### src/rtl/tea_pkg.sv
package tea_pkg;

    // fixed-point layout
    localparam int FRAC_BITS = 32;
    localparam int ARG_FRAC  = 16;
    localparam int ARG_W     = 21;
    localparam int MAG_W     = 21;
    localparam int MAX_TERMS = 32;
    localparam int CNT_W     = 6;

    // term magnitude and signed accumulator widths
    localparam int TERM_W = 60;
    localparam int ACC_W  = 66;
    localparam int OUT_W  = 64;

    // split multiply: term halves times magnitude
    localparam int HALF_W = TERM_W / 2;
    localparam int PP_W   = HALF_W + MAG_W;
    localparam int PROD_W = TERM_W + MAG_W;

    // long division by the term index, one byte of dividend a cycle
    localparam int DIGIT_W   = 8;
    localparam int DIV_STEPS = 9;
    localparam int DIV_W     = DIGIT_W * DIV_STEPS;
    localparam int DCNT_W    = 4;

    // reciprocal divider: quotient of 2^(2*FRAC_BITS) by a sum of at least 2^FRAC_BITS
    localparam int QUOT_W = FRAC_BITS + 1;
    localparam int RCNT_W = 6;

    // configuration register indexes
    localparam logic [1:0] CFG_NUM_TERMS = 2'd0;
    localparam logic [1:0] CFG_USE_RECIP = 2'd1;

    typedef struct packed {
        logic [MAG_W-1:0] mag;
        logic             neg;
        logic             recip;
        logic [CNT_W-1:0] n;
    } t_cell_ctx;

    typedef struct packed {
        logic [TERM_W-1:0] term;
        logic [ACC_W-1:0]  acc;
        t_cell_ctx         ctx;
    } t_cell_word;

endpackage

### src/rtl/tea_recip.sv
module tea_recip (
    input  logic                          i_clk,
    input  logic                          i_rst_n,
    input  logic                          i_in_valid,
    output logic                          o_in_ready,
    input  tea_pkg::t_cell_word           i_in,
    output logic                          o_out_valid,
    input  logic                          i_out_ready,
    output logic [tea_pkg::OUT_W-1:0]     o_exp_value,
    output logic                          o_saturated
);

    localparam logic [1:0] S_IDLE = 2'd0;
    localparam logic [1:0] S_DIV  = 2'd1;
    localparam logic [1:0] S_HOLD = 2'd2;

    logic [1:0]                    r_phase;
    logic [tea_pkg::ACC_W-1:0]     r_den;
    logic [tea_pkg::ACC_W:0]       r_rem;
    logic [tea_pkg::QUOT_W-1:0]    r_quot;
    logic [tea_pkg::RCNT_W-1:0]    r_cnt;
    logic [tea_pkg::OUT_W-1:0]     r_exp;
    logic                          r_sat;

    logic                          n_ge;
    logic [tea_pkg::ACC_W:0]       n_diff;
    logic                          n_fits;
    logic [tea_pkg::OUT_W-1:0]     n_clamp;

    assign o_in_ready  = (r_phase == S_IDLE);
    assign o_out_valid = (r_phase == S_HOLD);
    assign o_exp_value = r_exp;
    assign o_saturated = r_sat;

    // one quotient bit per cycle
    assign n_ge   = (r_rem >= {1'b0, r_den});
    assign n_diff = n_ge ? (r_rem - {1'b0, r_den}) : r_rem;

    // range check of the direct sum against the signed output word
    assign n_fits  = (i_in.acc[tea_pkg::ACC_W-1:tea_pkg::OUT_W-1] == '0)
                   || (i_in.acc[tea_pkg::ACC_W-1:tea_pkg::OUT_W-1] == '1);
    assign n_clamp = i_in.acc[tea_pkg::ACC_W-1] ? {1'b1, {(tea_pkg::OUT_W-1){1'b0}}}
                                                : {1'b0, {(tea_pkg::OUT_W-1){1'b1}}};

    always_ff @(posedge i_clk) begin
        if (!i_rst_n) begin
            r_phase <= S_IDLE;
        end else begin
            case (r_phase)
                S_IDLE: begin
                    if (i_in_valid) begin
                        r_phase <= i_in.ctx.recip ? S_DIV : S_HOLD;
                    end
                end
                S_DIV: begin
                    if (r_cnt == tea_pkg::RCNT_W'(tea_pkg::QUOT_W - 1)) begin
                        r_phase <= S_HOLD;
                    end
                end
                S_HOLD: begin
                    if (i_out_ready) begin
                        r_phase <= S_IDLE;
                    end
                end
                default: r_phase <= S_IDLE;
            endcase
        end
    end

    always_ff @(posedge i_clk) begin
        case (r_phase)
            S_IDLE: begin
                if (i_in_valid) begin
                    r_den  <= i_in.acc;
                    r_rem  <= (tea_pkg::ACC_W + 1)'(1) << tea_pkg::FRAC_BITS;
                    r_quot <= '0;
                    r_cnt  <= '0;
                    r_exp  <= n_fits ? i_in.acc[tea_pkg::OUT_W-1:0] : n_clamp;
                    r_sat  <= ~n_fits;
                end
            end
            S_DIV: begin
                r_quot <= {r_quot[tea_pkg::QUOT_W-2:0], n_ge};
                r_rem  <= n_diff << 1;
                r_cnt  <= r_cnt + 1'b1;
                if (r_cnt == tea_pkg::RCNT_W'(tea_pkg::QUOT_W - 1)) begin
                    r_exp <= {{(tea_pkg::OUT_W - tea_pkg::QUOT_W){1'b0}},
                              r_quot[tea_pkg::QUOT_W-2:0], n_ge};
                    r_sat <= 1'b0;
                end
            end
            default: begin
            end
        endcase
    end

endmodule

### config.mk
export PLATFORM = sky130hd
export DESIGN_NAME = tea_recip
export DESIGN_NICKNAME = d
export VERILOG_FILES = /design/src/rtl/tea_pkg.sv /design/src/rtl/tea_recip.sv
export SDC_FILE = /design/constraint.sdc
export NUM_CORES = 1
export LEC_CHECK = 0
export ABC_CLOCK_PERIOD_IN_PS = 23700
export BUFFER_PORTS_ARGS = -buffer_cell sky130_fd_sc_hd__buf_2
export CAP_MARGIN = 20
export CORE_UTILIZATION = 35
export CTS_CLUSTER_SIZE = 25
export DETAILED_ROUTE_END_ITERATION = 8
export SLEW_MARGIN = 20
export SYNTH_ARGS = -nofsm -noshare
export SYNTH_HDL_FRONTEND = slang
export SYNTH_SLANG_ARGS = --single-unit
### constraint.sdc
create_clock -name i_clk -period 23.7 [get_ports i_clk]
set_clock_uncertainty 0.05 [all_clocks]
set_input_delay 2.37 -clock i_clk [delete_from_list [all_inputs] [get_ports i_clk]]
set_output_delay 2.37 -clock i_clk [all_outputs]
set_load 0.005 [all_outputs]
==> results by group <==
Clock network
  • CTS max path bufs: 3
  • Postcts setup bufs: 0
  • Sink Count: 237
  • Post-CTS Hold Fix Bufs: 0
  • H-tree lvl count: 1
  • TritonCTS buffer count: 28
  • TritonCTS clock tree: yes
  • Clock Pin Slew Worst Setup and Hold Paths: 60 ps
  • Skew-Pair Late Insertion Delay: 570 ps
  • Post-CTS sizing: 0
  • Clk root buf: clkbuf_16

Power and ir drop
  • Clk pwr share: 34.1%
  • Pwr dens: 85.76 nW/µm²
  • Sequential Power Share: 40.7%
  • VDD IR max: 0.05267 mV
  • Comb pwr share: 25.1%
  • Internal power: 0.0009186 W
  • P_sw: 0.0004091 W
  • Leakage: 6.276 nW
  • Switching share of power: 30.82%

Timing
  • Worst-Margin Slew: 1043 ps
  • Normalized max-slew margin: 30.49%
  • Final setup fails: 0
  • RSZ-0062 raised after global routing: no
  • Final min period: 4458 ps
  • Slew Viols, Final: 0
  • Achievable Freq: 224.3 MHz
  • Period utilization: 18.81%
  • Setup tns final: 0 ps
  • Final hold violation count: 0

Min path
  • Hold Path Class: reg -> reg

Outcome
  • Status: finished, final reports clean

Yosys
  • Mean Syn Cell Area: 10.27 µm²
  • Post-synthesis cell area: 13390 µm²
  • Netlist cell types: 70
  • Sequential share of the synthesized area: 53.00%
  • YS warnings: 0
  • Synth Flop Type: edfxtp_1
  • Post-Syn Instances: 1304
  • Syn nets: 1532
  • Seq cells post-synth: 237
  • Number of flops mapped to enable cells by yosys: 235
  • Asr flop ratio synth: 0%

Worst setup path
  • Req. time, crit path: 24010 ps
  • Crit Path Class: reg -> reg
  • Critical Path AT: 4770 ps
  • Critical Path End Type: flip-flop
  • Critical-path maximum fanout: 55
  • Crit path launch type: flip-flop

Detailed routing
  • Pre-Repair DR Iteration Count: 5
  • Vias per cell: 5.139
  • Avg WL per Cell: 16.53 µm
  • Post-Route WL: 32240 µm
  • Total number of vias: 10020
  • Remaining routing DRC violations: 0
  • 1st-iter DRT viols: 571
  • Post-DRT Antenna Nets: 0

Floorplanning
  • Die W: 197.6 µm
  • Initial Util: 35.55%
  • FP Rows: 71
  • Core Footprint: 37670 µm²
  • I/O pin cnt: 226
  • Die Span Y: 197.6 µm
  • Die area: 39040 µm²

Run
  • Max-Cap Viols: 0

Global routing
  • Gr usage total: 16.44%
  • Largest net degree at the start of global routing: 74
  • Vias in the first global route: 9665
  • First-pass GRT wire length: 51350 µm
  • Total congestion overflow: 0
  • Initial antenna violation count: 1

Cells and area
  • Fin nets: 1647
  • Layout area overhead: 15.62%
  • Commonest non-fill, non-tap cell in the layout: edfxtp_1
  • Share of cells above drive strength 1: 15.36%
  • Commonest non-fill, non-tap cells in the layout: edfxtp_1, nor2_1, nand2_1
  • Fin area: 15480 µm²
  • Antenna fix cells: 0

Place
  • Placed instance area: 14520 µm²
  • Port Buffers: 137
  • Hpwl dp: 21360 µm
  • Gpl congestion: 0.8802
==> worst max-delay path: stages, from the launching register on <==
cell      delay [ps]
edfxtp_1         410
ha_1             460
nand3_1          150
o211a_1          240
o21a_1           180
o21ai_2          140
a2111o_1         210
a21oi_2          110
o31a_4           410
o31ai_4          500
buf_4            640
nand2_2          420
o21ai_0          330
==> synthesized netlist by cell type, drive strengths merged (6+ instances only) <==
master / n / area, µm²
edfxtp: 235 / 7057
nor2: 153 / 576.8
nand2: 151 / 569.3
a21oi: 126 / 641.9
inv: 81 / 304.0
o21ai: 69 / 349.1
ha: 68 / 850.8
and2: 39 / 244.0
clkbuf: 39 / 150.1
o21bai: 38 / 285.3
xnor2: 38 / 332.8
a21o: 33 / 247.7
nand3: 28 / 140.1
xor2: 26 / 227.7
buf: 20 / 140.1
nand4: 18 / 112.6
nor3: 13 / 65.06
a211oi: 12 / 135.1
nor2b: 12 / 75.07
and3: 9 / 56.30
o211ai: 8 / 60.06
o21a: 8 / 60.06
nor4: 7 / 50.05
o31ai: 6 / 55.05
==> area by class of cell <==
cell class              instances  area [µm²]
clock inverters                19       252.7
fillers                      3687       22190
repair buffers                144       738.2
well taps                     511       639.4
inverters                      81       304.0
multi-input cells             927        5738
flip-flops and latches        237        7097
clock buffers                  31       711.9
==> metal layers <==
| layer | part of all wire, % | vias up | GRT usage [%] |
|---|---|---|---|
| met5 | 0.053 | - | 0 |
| met4 | 2.2 | 2 | 4.709 |
| met3 | 5.4 | 46 | 2.407 |
| met2 | 43 | 249 | 25.38 |
| met1 | 49 | 4809 | 23.80 |
| li1 | - | 4915 | - |
==> state kept, by name, indices dropped and copies added (netlist names) <==
register	cells
o_saturated	1
r_rem	66
r_cnt	6
o_exp_value	64
r_phase	2
r_den	66
r_quot	32
==> power groups by stage <==
| stage | Clock [W] | Combinational [W] | Sequential, W |
|---|---|---|---|
| 2_1_floorplan | 0 | 0.000245 | 0.000550 |
| 3_3_place_gp | 0 | 0.000329 | 0.000548 |
| 3_5_place_dp | 0 | 0.000332 | 0.000548 |
| 4_1_cts | 0.000466 | 0.000334 | 0.000541 |
| 5_1_grt | 0.000481 | 0.000374 | 0.000546 |
| 6_report | 0.000453 | 0.000334 | 0.000541 |
==> path summary, 6_finish.rpt <==
path	depth (start not counted)	from	slack (ps)	endpoint
max	12	r_rem[14]$_SDFFCE_PN0P_	19240	r_rem[60]$_SDFFCE_PN0P_
min	1	r_quot[23]$_SDFFCE_PN0P_	490	r_quot[24]$_SDFFCE_PN0P_
max reg2reg	12	r_rem[14]$_SDFFCE_PN0P_	19240	r_rem[60]$_SDFFCE_PN0P_
min reg2reg	1	r_quot[23]$_SDFFCE_PN0P_	490	r_quot[24]$_SDFFCE_PN0P_
==> stage by stage <==
| stage | util (%) | std cells | hold WS, ps | total power, W | setup slack (ps) |
|---|---|---|---|---|---|
| 6_report | 41.10 | 1950 | 494.9 | 0.001328 | 19240 |
| 5_1_grt | 41.10 | 1950 | 516.1 | 0.001400 | 19020 |
| 4_1_cts | 41.10 | 1950 | 498.9 | 0.001342 | 19310 |
| 3_5_place_dp | 38.54 | 1900 | 483.3 | 0.0008800 | 18880 |
| 3_3_place_gp | 38.54 | 1900 | 456.2 | 0.0008766 | 18950 |
| 2_1_floorplan | - | 1304 | 446.3 | 0.0007952 | 14490 |
==> cells by family after synthesis <==
| group | after synthesis | share of synthesized area, % |
|---|---|---|
| AO/OA/AOI/OAI | 340 | 16.42 |
| XOR/XNOR | 64 | 4.187 |
| adder cells (fa/ha/maj) | 69 | 6.504 |
| buffers and inverters | 140 | 4.439 |
| flip-flops | 237 | 53.00 |
| multiplexers | 3 | 0.2243 |
| AND/OR/NAND/NOR | 451 | 15.22 |
Note: power is estimated with default switching activity, not from simulation.
