<file path="config.mk">
export PLATFORM = sky130hd
export DESIGN_NAME = tea_cell
export DESIGN_NICKNAME = d
export VERILOG_FILES = /design/src/rtl/tea_pkg.sv /design/src/rtl/tea_cell.sv
export SDC_FILE = /design/constraint.sdc
export NUM_CORES = 2
export LEC_CHECK = 0
export BUFFER_PORTS_ARGS = -buffer_cell sky130_fd_sc_hd__buf_2
export CORE_MARGIN = 2
export CORE_UTILIZATION = 49
export DETAILED_ROUTE_END_ITERATION = 12
export PLACE_DENSITY = 0.66
export SETUP_SLACK_MARGIN = 0.15
export SLEW_MARGIN = 40
export SYNTH_ARGS = -nofsm -noshare
export SYNTH_HDL_FRONTEND = slang
export SYNTH_SLANG_ARGS = --single-unit
</file>
<file path="constraint.sdc">
create_clock -name i_clk -period 20.8 [get_ports i_clk]
set_input_delay 4.16 -clock i_clk [delete_from_list [all_inputs] [get_ports i_clk]]
set_output_delay 4.16 -clock i_clk [all_outputs]
set_load 0.005 [all_outputs]
</file>
<file path="src/rtl/tea_pkg.sv">
package tea_pkg;

    // fixed-point layout
    localparam int FRAC_BITS = 32;
    localparam int ARG_FRAC  = 16;
    localparam int ARG_W     = 21;
    localparam int MAG_W     = 21;
    localparam int MAX_TERMS = 32;
    localparam int CNT_W     = 6;

    // term magnitude and signed accumulator widths
    localparam int TERM_W = 60;
    localparam int ACC_W  = 66;
    localparam int OUT_W  = 64;

    // split multiply: term halves times magnitude
    localparam int HALF_W = TERM_W / 2;
    localparam int PP_W   = HALF_W + MAG_W;
    localparam int PROD_W = TERM_W + MAG_W;

    // long division by the term index, one byte of dividend a cycle
    localparam int DIGIT_W   = 8;
    localparam int DIV_STEPS = 9;
    localparam int DIV_W     = DIGIT_W * DIV_STEPS;
    localparam int DCNT_W    = 4;

    // reciprocal divider: quotient of 2^(2*FRAC_BITS) by a sum of at least 2^FRAC_BITS
    localparam int QUOT_W = FRAC_BITS + 1;
    localparam int RCNT_W = 6;

    // configuration register indexes
    localparam logic [1:0] CFG_NUM_TERMS = 2'd0;
    localparam logic [1:0] CFG_USE_RECIP = 2'd1;

    typedef struct packed {
        logic [MAG_W-1:0] mag;
        logic             neg;
        logic             recip;
        logic [CNT_W-1:0] n;
    } t_cell_ctx;

    typedef struct packed {
        logic [TERM_W-1:0] term;
        logic [ACC_W-1:0]  acc;
        t_cell_ctx         ctx;
    } t_cell_word;

endpackage

</file>
<file path="src/rtl/tea_cell.sv">
module tea_cell (
    input  logic                          i_clk,
    input  logic                          i_rst_n,
    input  logic [tea_pkg::CNT_W-1:0]     i_index,
    input  logic                          i_in_valid,
    output logic                          o_in_ready,
    input  tea_pkg::t_cell_word           i_in,
    output logic                          o_out_valid,
    input  logic                          i_out_ready,
    output tea_pkg::t_cell_word           o_out
);

    localparam logic [2:0] S_IDLE = 3'd0;
    localparam logic [2:0] S_MUL  = 3'd1;
    localparam logic [2:0] S_SUM  = 3'd2;
    localparam logic [2:0] S_DIV  = 3'd3;
    localparam logic [2:0] S_ACC  = 3'd4;
    localparam logic [2:0] S_HOLD = 3'd5;

    logic [2:0]                    r_phase;
    tea_pkg::t_cell_word           r_word;
    logic [tea_pkg::PP_W-1:0]      r_pl;
    logic [tea_pkg::PP_W-1:0]      r_ph;
    logic [tea_pkg::DIV_W-1:0]     r_div;
    logic [tea_pkg::CNT_W-1:0]     r_rem;
    logic [tea_pkg::DCNT_W-1:0]    r_cnt;

    logic [tea_pkg::PROD_W-1:0]    n_prod;
    logic [tea_pkg::DIGIT_W-1:0]   n_digit;
    logic [tea_pkg::DIGIT_W-1:0]   n_qdig;
    logic [tea_pkg::CNT_W-1:0]     n_rem;
    logic [tea_pkg::ACC_W-1:0]     n_term_ext;
    logic                          n_sub;

    assign o_in_ready  = (r_phase == S_IDLE);
    assign o_out_valid = (r_phase == S_HOLD);
    assign o_out       = r_word;

    // partial products recombined; the scaling down by the argument fraction follows in S_SUM
    assign n_prod = tea_pkg::PROD_W'(r_pl) + (tea_pkg::PROD_W'(r_ph) << tea_pkg::HALF_W);

    // one byte of restoring division by the cell index
    always_comb begin
        n_digit = r_div[tea_pkg::DIV_W-1 -: tea_pkg::DIGIT_W];
        n_rem   = r_rem;
        n_qdig  = '0;
        for (int k = tea_pkg::DIGIT_W - 1; k >= 0; k--) begin
            n_rem = {n_rem[tea_pkg::CNT_W-2:0], n_digit[k]};
            if (n_rem >= i_index) begin
                n_rem     = n_rem - i_index;
                n_qdig[k] = 1'b1;
            end
        end
    end

    // odd terms of a negative argument subtract outside reciprocal mode
    assign n_sub      = r_word.ctx.neg & ~r_word.ctx.recip & i_index[0];
    assign n_term_ext = tea_pkg::ACC_W'(r_div[tea_pkg::TERM_W-1:0]);

    // cell sequencer
    always_ff @(posedge i_clk) begin
        if (!i_rst_n) begin
            r_phase <= S_IDLE;
        end else begin
            case (r_phase)
                S_IDLE: begin
                    if (i_in_valid) begin
                        r_phase <= (i_index > i_in.ctx.n) ? S_HOLD : S_MUL;
                    end
                end
                S_MUL:  r_phase <= S_SUM;
                S_SUM:  r_phase <= S_DIV;
                S_DIV: begin
                    if (r_cnt == tea_pkg::DCNT_W'(tea_pkg::DIV_STEPS - 1)) begin
                        r_phase <= S_ACC;
                    end
                end
                S_ACC:  r_phase <= S_HOLD;
                S_HOLD: begin
                    if (i_out_ready) begin
                        r_phase <= S_IDLE;
                    end
                end
                default: r_phase <= S_IDLE;
            endcase
        end
    end

    // datapath
    always_ff @(posedge i_clk) begin
        case (r_phase)
            S_IDLE: begin
                if (i_in_valid) begin
                    r_word <= i_in;
                end
            end
            S_MUL: begin
                r_pl <= tea_pkg::PP_W'(r_word.term[tea_pkg::HALF_W-1:0])
                      * tea_pkg::PP_W'(r_word.ctx.mag);
                r_ph <= tea_pkg::PP_W'(r_word.term[tea_pkg::TERM_W-1:tea_pkg::HALF_W])
                      * tea_pkg::PP_W'(r_word.ctx.mag);
            end
            S_SUM: begin
                r_div <= tea_pkg::DIV_W'(n_prod >> tea_pkg::ARG_FRAC);
                r_rem <= '0;
                r_cnt <= '0;
            end
            S_DIV: begin
                r_div <= {r_div[tea_pkg::DIV_W-tea_pkg::DIGIT_W-1:0], n_qdig};
                r_rem <= n_rem;
                r_cnt <= r_cnt + 1'b1;
            end
            S_ACC: begin
                r_word.term <= r_div[tea_pkg::TERM_W-1:0];
                r_word.acc  <= n_sub ? (r_word.acc - n_term_ext)
                                     : (r_word.acc + n_term_ext);
            end
            default: begin
            end
        endcase
    end

endmodule

</file>
==> results.sh <==
export IMPL_status="complete, no violations"
export IMPL_post_route_drc_count=0
export IMPL_hold_violations=0
export IMPL_io_pins=322
export IMPL_rsz0062_at_grt="no"
export IMPL_fill_cells=11340
export IMPL_clock_sink_count=325
export IMPL_yosys_area_top_type="fa_1"
export IMPL_post_cts_setup_buffers=0
export IMPL_min_to="r_div[9]"
export IMPL_reg2reg_depth=61
export IMPL_yosysMostFrequentCell="nand2_1"
export IMPL_grt_pass1_vias=49180
export IMPL_place_port_buffers=321
export IMPL_grt_pass1_wl_um=275300
export IMPL_via_count=46470
export IMPL_grt_max_degree=97
export IMPL_yosys_top_cells_area="fa_1 35%, edfxtp_1 16%, ha_1 9.6%"
export IMPL_rows=128
export IMPL_cp_num_buf_inv=4
export IMPL_clkTransAtPathRegs_ns=0.06
export IMPL_fp_dieArea_um2=125700
export IMPL_drt_iter0_drc=3026
export IMPL_place_ws_ns=1.803
export IMPL_grtUsageTotal_pct=27.96
export IMPL_yosys_top_cells_count="1174 x nand2_1, 1067 x fa_1, 1064 x inv_1"
export IMPL_start_util_pct=49.39
export IMPL_crit_fanout=10
export IMPL_synthCells=6553
export IMPL_synth_edff_count=322
export IMPL_end_kind="register"
export IMPL_post_place_cells=8243
export IMPL_routed_wl_um=172900
export IMPL_cts_made_buffers=44
export IMPL_finalSetupViolations=0
export IMPL_hold_buffers=0
export IMPL_r2r_start="r_div[71]"
export IMPL_clock_path_buffers=3
export IMPL_die_height_um=354.5
export IMPL_slowest_stage="a21oi_1"
export IMPL_gp_congestion=0.9186
export IMPL_relSlewSlack_pct=41.71
export IMPL_core_area_um2=121900
export IMPL_synth_flop_cell="edfxtp_1"
export IMPL_h_tree_depth=2
export IMPL_cts_tree="built"
export IMPL_layout_nets=8358
export IMPL_async_flop_share_pct=0
export IMPL_drive_above_1_share_pct=8.735
export IMPL_yosys_warnings=0
export IMPL_area_delta_synth_final_pct=7.903
export IMPL_critPathMaxStageDelay_ns=0.59
export IMPL_r2r_slack_ns=6.23
export IMPL_post_route_cell_area_um2=64950
export IMPL_ctsResizeCount=0
export IMPL_timing_rr_end="r_rem[1]"
export IMPL_antenna_cells=0
export IMPL_worstMarginPinSlew_ns=0.8743
export IMPL_fmax_mhz=54.40
export IMPL_syn_num_nets=8247
export IMPL_avgViaCountPerCell=5.584
export IMPL_die_w_um=354.5
export IMPL_netlist_area_leader_share_pct=35.49
export IMPL_synth_cell_types=103
export IMPL_grt_ovfl_total=0
export IMPL_hold_class="register to register"
export IMPL_antenna_found_initial=2
export IMPL_final_setup_tns_ns=0
export IMPL_worstHoldStart="r_pl[25]"
export IMPL_synth_area_per_cell_um2=9.185
export IMPL_placed_area_um2=63330
export IMPL_synth_seq_cells=325
export IMPL_finalMaxSlewViolations=0
export IMPL_finalClockSkew_ns=0.03928
export IMPL_crit_top_cell="o21ai_0"
export IMPL_root_buffer="clkbuf_16"
export IMPL_syn_cell_area_um2=60190
export IMPL_hold_path_depth=2
export IMPL_path_class="primary input to register"
export IMPL_yosysSeqAreaShare_pct=16.16
export IMPL_drv_cap=0
export IMPL_final_cells=8322
export IMPL_worst_ep_required_time_ns=21.16
export IMPL_min_period_ns=18.38
export IMPL_worst_slack_ns=2.418
export IMPL_dpl_hpwl_um=133700
export IMPL_critPathArrivalTime_ns=18.75
export IMPL_crit_path_start_kind="primary input"
export IMPL_cp_top_family="compound AO/OA/AOI/OAI gates"
export IMPL_wire_per_inst_um=20.77
export IMPL_finalCritPeriodShare_pct=88.38
export IMPL_drtPass1Iterations=8
export IMPL_ant_nets=0
export IMPL_clock_latency_ns=0.63
-- state kept, by name, summed over array words and instances, names as in the netlist --
name,count
o_out,155
r_ph,51
r_div,72
r_rem,5
r_phase,3
r_pl,35
r_cnt,4
-- metal layers --
metal	routed length (um)	GRT usage, %	up-vias
li1	-	-	20810
met1	68540	35.24	23850
met2	87330	49.32	1457
met3	9700	3.157	351
met4	7308	10.67	0
met5	0	0	-
-- cells in the final DEF, fill, tap and decap left out, types with 20 or more instances in the layout --
master	instances
nand2_1	1173
fa_1	1067
inv_1	1064
ha_1	462
and2_1	438
edfxtp_1	322
buf_2	320
a21oi_1	219
o21ai_0	211
nor2_1	170
nand3_1	155
xnor2_1	147
xor2_1	120
a21o_1	109
buf_4	78
nor3_1	48
nand4_1	47
clkbuf_16	45
and3_1	33
o21bai_1	29
buf_6	29
a31oi_1	27
nor2b_1	23
a211oi_1	22
o31ai_1	21
nand2b_1	20
o21a_1	20
-- final cells by class --
cell class / count / area [um^2] / area share (%)
Multi-Input combinational cell: 4796 / 44990 / 69.28
Timing Repair Buffer: 431 / 2586 / 3.982
Tap cell: 1625 / 2033 / 3.131
Inverter: 1066 / 4001 / 6.161
Clock inverter: 30 / 460.4 / 0.7090
Sequential cell: 325 / 9729 / 14.98
Clock buffer: 49 / 1141 / 1.757
-- tightest hold or removal path, cell delays in order (launching register included) --
cell and delay, ns:
edfxtp_1 0.32, nand2_1 0.05, o21ai_0 0.06
-- how the worst max path moves through the flow --
stage,start,end,slack (ns),depth (start not counted)
after floorplan,i_index[1],r_rem[1],4.05,59
after global placement,i_index[1],r_rem[1],1.72,58
after detailed placement,i_index[1],r_rem[1],1.80,58
after CTS,i_index[1],r_rem[1],2.45,60
after global routing,i_index[1],r_rem[4],1.21,61
final,i_index[1],r_rem[1],2.42,60
-- stage by stage --
step                util (%)  hold slack (ns)
floorplan                  -           0.4909
global placement       51.68           0.5033
detailed placement     51.96           0.5095
CTS                    53.28           0.5093
global route           53.29           0.5307
finish                 53.29           0.5044
-- cells by family after synthesis --
kind of cell,after synthesis,synth area share (%)
flops,325,16.16
fa+ha+maj,1529,45.09
xor+xnor,267,3.885
mux,27,0.4885
simple gates,2197,17.04
compound gates,776,8.153
buf+inv,1432,9.174
Power is left out: the tool's default activity adds up to more than one toggle a clock period on the data nets, which glitch-free logic cannot reach.
